==> src/design/hbds_pkg.sv <==
`timescale 1ns / 1ps
`default_nettype none

package hbds_pkg;

    localparam int unsigned DUTY_W  = 13;
    localparam int unsigned TICK_W  = 16;
    localparam int unsigned BTIME_W = 17;
    localparam int unsigned DUTY_ONE_W = 17;

    typedef enum logic [2:0] {
        OP_TICK  = 3'd0,
        OP_FWD   = 3'd1,
        OP_REV   = 3'd2,
        OP_DUTY  = 3'd3,
        OP_BRAKE = 3'd4,
        OP_OFF   = 3'd5
    } op_t;

    typedef enum logic [2:0] {
        ST_OFF = 3'd0,
        ST_FWD = 3'd1,
        ST_REV = 3'd2,
        ST_BRK = 3'd3,
        ST_TRS = 3'd4
    } bridge_state_t;

    typedef enum logic {
        MODE_DRIVE_BRAKE = 1'b0,
        MODE_DRIVE_COAST = 1'b1
    } drive_mode_t;

    // Result beat, lowest field in the lowest bits.
    typedef struct packed {
        logic                ev_initialized;
        logic                ev_brake_done;
        logic                ev_brake_started;
        logic                ev_pwm_changed;
        logic [2:0]          bridge_state;
        logic                pwm_running;
        logic [DUTY_W-1:0]   duty_b;
        logic [DUTY_W-1:0]   duty_a;
        logic                status;
    } result_t;

endpackage

`default_nettype wire

==> src/design/h_bridge_drive_sequencer.sv <==
`timescale 1ns / 1ps
`default_nettype none
// A result beat goes to the result register, or to the skid register while the
// output stalls. Throughput: one command beat per cycle while the skid register
// is empty; the state update is a single pass from the command and the bridge
// state registers to the result register. This two-entry output stage lets a
// beat in while the previous result waits. Synchronous active-low reset puts
// the bridge in the power-up brake, both channels full on, timer at TR_TICKS.

module h_bridge_drive_sequencer
    import hbds_pkg::*;
#(
    parameter int unsigned TR_TICKS = 10,
    parameter int unsigned DUTY_ONE = 4096
) (
    input  wire logic        aclk,
    input  wire logic        aresetn,

    input  wire logic        cfg_valid,
    output logic             cfg_ready,
    input  wire logic        cfg_data,        // drive_mode

    input  wire logic        s_tvalid,
    output logic             s_tready,
    // [2:0] operation, [15:3] duty, [32:16] brake_time, [39:33] zero
    input  wire logic [39:0] s_tdata,

    output logic             m_tvalid,
    input  wire logic        m_tready,
    // [0] status, [13:1] duty_a, [26:14] duty_b, [27] pwm_running,
    // [30:28] bridge_state, [31] ev_pwm_changed, [32] ev_brake_started,
    // [33] ev_brake_done, [34] ev_initialized, [39:35] zero
    output logic [39:0]      m_tdata
);

    localparam logic [DUTY_ONE_W-1:0] DUTY_ONE_FULL = DUTY_ONE_W'(DUTY_ONE);
    localparam logic [DUTY_W-1:0]     DUTY_ONE_LO   = DUTY_ONE_FULL[DUTY_W-1:0];
    localparam logic [TICK_W-1:0]     TR_MIN        = TICK_W'(TR_TICKS);

    drive_mode_t         drive_mode_reg;
    bridge_state_t       state_reg, state_next;
    logic [DUTY_W-1:0]   held_reg, held_next;
    logic [DUTY_W-1:0]   cha_reg, cha_next;
    logic [DUTY_W-1:0]   chb_reg, chb_next;
    logic                pwm_reg, pwm_next;
    logic [TICK_W-1:0]   ticks_reg, ticks_next;
    logic                armed_reg, armed_next;
    logic                init_reg, init_next;

    result_t             out_reg, skid_reg, res;
    logic                out_valid_reg, skid_valid_reg;

    op_t                 op;
    logic [DUTY_W-1:0]   d;
    logic [BTIME_W-1:0]  bt;
    logic                duty_big;
    logic                do_off;
    logic                accept;
    logic                out_free;
    bridge_state_t       dir;

    assign op       = op_t'(s_tdata[2:0]);
    assign d        = s_tdata[15:3];
    assign bt       = s_tdata[32:16];
    assign duty_big = {4'b0, d} > DUTY_ONE_FULL;

    assign cfg_ready = 1'b1;
    assign s_tready  = !skid_valid_reg;
    assign accept    = s_tvalid && s_tready;
    assign out_free  = !out_valid_reg || m_tready;
    assign m_tvalid  = out_valid_reg;
    assign m_tdata   = {5'b0, out_reg};
    assign dir       = (op == OP_FWD) ? ST_FWD : ST_REV;

    always_comb begin
        state_next = state_reg;
        held_next  = held_reg;
        cha_next   = cha_reg;
        chb_next   = chb_reg;
        pwm_next   = pwm_reg;
        ticks_next = ticks_reg;
        armed_next = armed_reg;
        init_next  = init_reg;
        do_off     = 1'b0;
        res        = '0;

        case (op)
            OP_TICK: begin
                if (armed_reg) begin
                    if (ticks_reg <= TICK_W'(1)) begin
                        ticks_next = '0;
                        armed_next = 1'b0;
                        do_off     = 1'b1;
                    end else begin
                        ticks_next = ticks_reg - TICK_W'(1);
                    end
                end
            end
            OP_FWD, OP_REV: begin
                if (duty_big) begin
                    res.status = 1'b1;
                end else if (state_reg == dir && held_reg == d) begin
                    res.status = 1'b0;
                end else if (state_reg inside {ST_BRK, ST_TRS}) begin
                    res.status = 1'b1;
                end else begin
                    held_next = d;
                    pwm_next  = 1'b1;
                    if (dir == ST_FWD) begin
                        if (drive_mode_reg == MODE_DRIVE_BRAKE) begin
                            cha_next = DUTY_ONE_LO;
                            chb_next = d;
                        end else begin
                            cha_next = d;
                            chb_next = '0;
                        end
                    end else begin
                        if (drive_mode_reg == MODE_DRIVE_BRAKE) begin
                            cha_next = d;
                            chb_next = DUTY_ONE_LO;
                        end else begin
                            cha_next = '0;
                            chb_next = d;
                        end
                    end
                    state_next         = dir;
                    res.ev_pwm_changed = 1'b1;
                end
            end
            OP_DUTY: begin
                if (duty_big) begin
                    res.status = 1'b1;
                end else if (state_reg == ST_FWD) begin
                    if (drive_mode_reg == MODE_DRIVE_BRAKE) chb_next = d;
                    else cha_next = d;
                    held_next = d;
                end else if (state_reg == ST_REV) begin
                    if (drive_mode_reg == MODE_DRIVE_BRAKE) cha_next = d;
                    else chb_next = d;
                    held_next = d;
                end else begin
                    res.status = 1'b1;
                end
            end
            OP_BRAKE: begin
                if (state_reg inside {ST_BRK, ST_TRS}) begin
                    res.status = 1'b1;
                end else begin
                    cha_next             = DUTY_ONE_LO;
                    chb_next             = DUTY_ONE_LO;
                    pwm_next             = 1'b1;
                    state_next           = ST_BRK;
                    res.ev_brake_started = 1'b1;
                    if (!bt[BTIME_W-1]) begin
                        ticks_next = (bt[TICK_W-1:0] < TR_MIN) ? TR_MIN : bt[TICK_W-1:0];
                        armed_next = 1'b1;
                    end
                end
            end
            OP_OFF: begin
                if (state_reg == ST_OFF) begin
                    res.status = 1'b0;
                end else if (state_reg inside {ST_BRK, ST_TRS}) begin
                    res.status = 1'b1;
                end else begin
                    do_off = 1'b1;
                end
            end
            default: begin
                res.status = 1'b1;
            end
        endcase

        if (do_off) begin
            cha_next           = '0;
            chb_next           = '0;
            pwm_next           = 1'b0;
            state_next         = ST_OFF;
            res.ev_pwm_changed = 1'b1;
            if (state_reg == ST_BRK) begin
                res.ev_brake_done = 1'b1;
            end else if (init_reg) begin
                res.ev_initialized = 1'b1;
                init_next          = 1'b0;
            end
        end

        res.duty_a       = cha_next;
        res.duty_b       = chb_next;
        res.pwm_running  = pwm_next;
        res.bridge_state = state_next;
    end

    always_ff @(posedge aclk) begin
        if (!aresetn) begin
            drive_mode_reg <= MODE_DRIVE_BRAKE;
            state_reg      <= ST_TRS;
            held_reg       <= '0;
            cha_reg        <= DUTY_ONE_LO;
            chb_reg        <= DUTY_ONE_LO;
            pwm_reg        <= 1'b1;
            ticks_reg      <= TR_MIN;
            armed_reg      <= 1'b1;
            init_reg       <= 1'b1;
        end else begin
            if (cfg_valid && cfg_ready) begin
                drive_mode_reg <= drive_mode_t'(cfg_data);
            end
            if (accept) begin
                state_reg <= state_next;
                held_reg  <= held_next;
                cha_reg   <= cha_next;
                chb_reg   <= chb_next;
                pwm_reg   <= pwm_next;
                ticks_reg <= ticks_next;
                armed_reg <= armed_next;
                init_reg  <= init_next;
            end
        end
    end

    always_ff @(posedge aclk) begin
        if (!aresetn) begin
            out_valid_reg  <= 1'b0;
            skid_valid_reg <= 1'b0;
        end else if (out_free) begin
            out_valid_reg  <= skid_valid_reg || accept;
            skid_valid_reg <= 1'b0;
        end else if (accept) begin
            skid_valid_reg <= 1'b1;
        end
    end

    always_ff @(posedge aclk) begin
        if (out_free) begin
            if (skid_valid_reg) begin
                out_reg <= skid_reg;
            end else if (accept) begin
                out_reg <= res;
            end
        end else if (accept) begin
            skid_reg <= res;
        end
    end

endmodule

`default_nettype wire
==> config.mk <==
export PLATFORM = sky130hd
export DESIGN_NAME = h_bridge_drive_sequencer
export DESIGN_NICKNAME = d
export VERILOG_FILES = /design/src/design/hbds_pkg.sv /design/src/design/h_bridge_drive_sequencer.sv
export SDC_FILE = /design/constraint.sdc
export NUM_CORES = 1
export LEC_CHECK = 0
export ABC_AREA = 0
export CAP_MARGIN = 20
export CORE_MARGIN = 2
export CORE_UTILIZATION = 50
export CTS_CLUSTER_DIAMETER = 50
export DETAILED_ROUTE_END_ITERATION = 16
export DONT_BUFFER_PORTS = 1
export PLACE_DENSITY = 0.75
export SLEW_MARGIN = 20
export SYNTH_ARGS = -nofsm -noshare
export SYNTH_HDL_FRONTEND = slang
export SYNTH_SLANG_ARGS = --single-unit
==> constraint.sdc <==
create_clock -name aclk -period 3.77 [get_ports aclk]
set_input_delay 0.5655 -clock aclk [delete_from_list [all_inputs] [get_ports aclk]]
set_output_delay 0.5655 -clock aclk [all_outputs]
set_load 0.1 [all_outputs]
==> run metrics <==
status finished clean; DR vias 5241; Hold-fix buffers, CTS 0; critical path data required time 4.05 ns; Layout Skew 0.00748 ns; final worst setup slack 0.729 ns; Clk Latency, worst-skew pair 0.42 ns; layout cells sized above 1 12.8%; post-synthesis cell area 6750 µm²; die extent in y 120 µm; Via-to-Cell Ratio 6.24; Post-DP HPWL 11500 µm; drc violations 0; Register-to-Register Path Depth 6; Max-cap violations 0; gp weighted congestion 0.895; hold path start aresetn; Total GRT Usage 23.7%; # fillers 1100; Post-synth EDFFs 70; Port Buffers 0; final critical-path required period 3.04 ns; Avg WL per Cell 19.7 µm; drt total wl 16500 µm; reg2reg start state_reg[1]; post-cts sizing count 0; Starting Density 51.2%; leakage 2.67 nW; Area contributors post-synth edfxtp_1, dfxtp_1, o21ai_0; asr flop ratio synth 0%; post-synthesis cell count 666; Max clock buf depth 2; Synth top area share 31.1%; WHS Path Cells 1; CTS tree done; synthesized flop and latch total 134; maximum clock rate 329 MHz; Clk pin slew, worst setup/hold paths 0.06 ns; row cnt 42; TNS Setup 0 ns; CP startpoint kind input pin; drt initial violations 424; Yosys cell types 71; vias in the first global route 4992; CP endpoint kind flop; Die ar. 14400 µm²; Hold EP init_reg; CTS root buf clkbuf_16; Reg2Reg Setup Slack 0.80 ns; global-route wire length before repair 26600 µm; final instance area 7450 µm²; Crit Path Class input pin to flop; largest net degree at the start of global routing 68; Final Cycle Share 80.7%; Post-CTS Setup Repair Bufs 0; normalized max-slew margin 31.9%; Post-synth top flop edfxtp_1; CP arrival 3.32 ns; ANT cells 0; Syn Area/Cell 10.1 µm²; ANT nets after route 0; die width 120 µm; Seq/Total Area, Yosys 50.1%; synth cell count leaders edfxtp_1, dfxtp_1, nand2_1, o21ai_0, clkbuf_1; total power 3.58 mW; CTS sink cnt 134; Yosys warning count 0; RSZ-0062 raised after global routing false; area post-placement 6870 µm²; Hold WC Path Type input pin to flop; Worst-Margin Slew 1.02 ns; most common cell in the netlist edfxtp_1; Power Density 480 nW/µm²; Hold Violations, Final 0; R2R Path End m_tdata[18]; dpl ws 0.382 ns; io pins 89; maximum vdd ir drop 0.289 mV; CTS HTree Levels 4; max-slew violation count 0; Congestion Overflow GR 0; Pre-Repair DR Iteration Count 4; final net count 699; critical path fanouts, max 23; area delta synth->final 10.4%; cts bufs inserted 17; initial antenna violation count 0; largest area contributor in the netlist edfxtp_1; # setup viols final 0; Core ar. 13200 µm²
## final cells by class
class	count	area [µm²]	share of cell area, %
multi-input cells	466	3080	41.3
repair buffers	18	135	1.81
clock inverters	12	126	1.70
flip-flops and latches	134	3380	45.4
clock buffers	20	457	6.13
well taps	176	220	2.96
inverters	14	52.6	0.705
## through the flow
step / util (%) / instances / hold slack, ns
CTS: 56.5 / 840 / 0.209
global placement: 52.1 / 808 / 0.438
floorplan: - / 670 / 0.430
detailed placement: 52.1 / 808 / 0.445
finish: 56.5 / 840 / 0.225
global route: 56.5 / 840 / 0.203
## critical path: stages
cell and delay [ns]:
or4_4 0.54, o31ai_4 0.34, nand3_4 0.14, a211oi_4 0.43, a21o_2 0.49, nor2b_1 0.56, a221o_1 0.25
## how the worst max path moves through the flow
stage / startpoint / to / slack, ns / cells after the start
after floorplan: m_tvalid / skid_reg[0] / 0.65 / 2
after global placement: s_tdata[3] / m_tdata[20] / 0.41 / 7
after detailed placement: s_tdata[3] / cha_reg[10] / 0.38 / 7
after CTS: s_tdata[3] / m_tdata[18] / 0.79 / 7
after global routing: s_tdata[3] / m_tdata[24] / 0.60 / 7
final: s_tdata[3] / m_tdata[18] / 0.73 / 7
## layer usage
layer / GRT usage [%] / routed length, µm / vias up
li1: - / - / 2481
met3: 5.80 / 1170 / 29
met1: 31.7 / 7330 / 2531
met4: 8.53 / 343 / 0
met2: 37.6 / 7700 / 200
met5: 0 / 0 / -
## kinds of logic after synthesis
kind of cell    synth area share [%]
compound gates                  21.9
xor+xnor                        2.34
fa+ha+maj                      0.667
buf+inv                         4.74
flops                           50.1
mux                             3.91
other cells                    0.111
simple gates                    16.2
## where the power goes
part           total, mW  leakage, nW  switching (mW)  internal (mW)
sequential          1.75         1.19           0.177           1.57
clock               1.62        0.288           0.620           1.01
combinational      0.204         1.20           0.139         0.0650
total               3.58         2.67           0.936           2.64
## placed cells by master, fill, tap and decap left out, types with 10 or more instances in the layout
cell / count
a21oi_1: 19
a22o_1: 30
a22oi_1: 16
and3_1: 14
buf_4: 18
clkbuf_16: 17
dfxtp_1: 64
edfxtp_1: 70
inv_1: 14
mux2_2: 19
nand2_1: 60
nand2b_1: 10
nand3_1: 25
nor2_1: 35
nor2b_1: 14
nor3_1: 12
o211ai_1: 12
o21ai_0: 54
xnor2_1: 17
No activity file was read; power rests on OpenSTA's default activity.
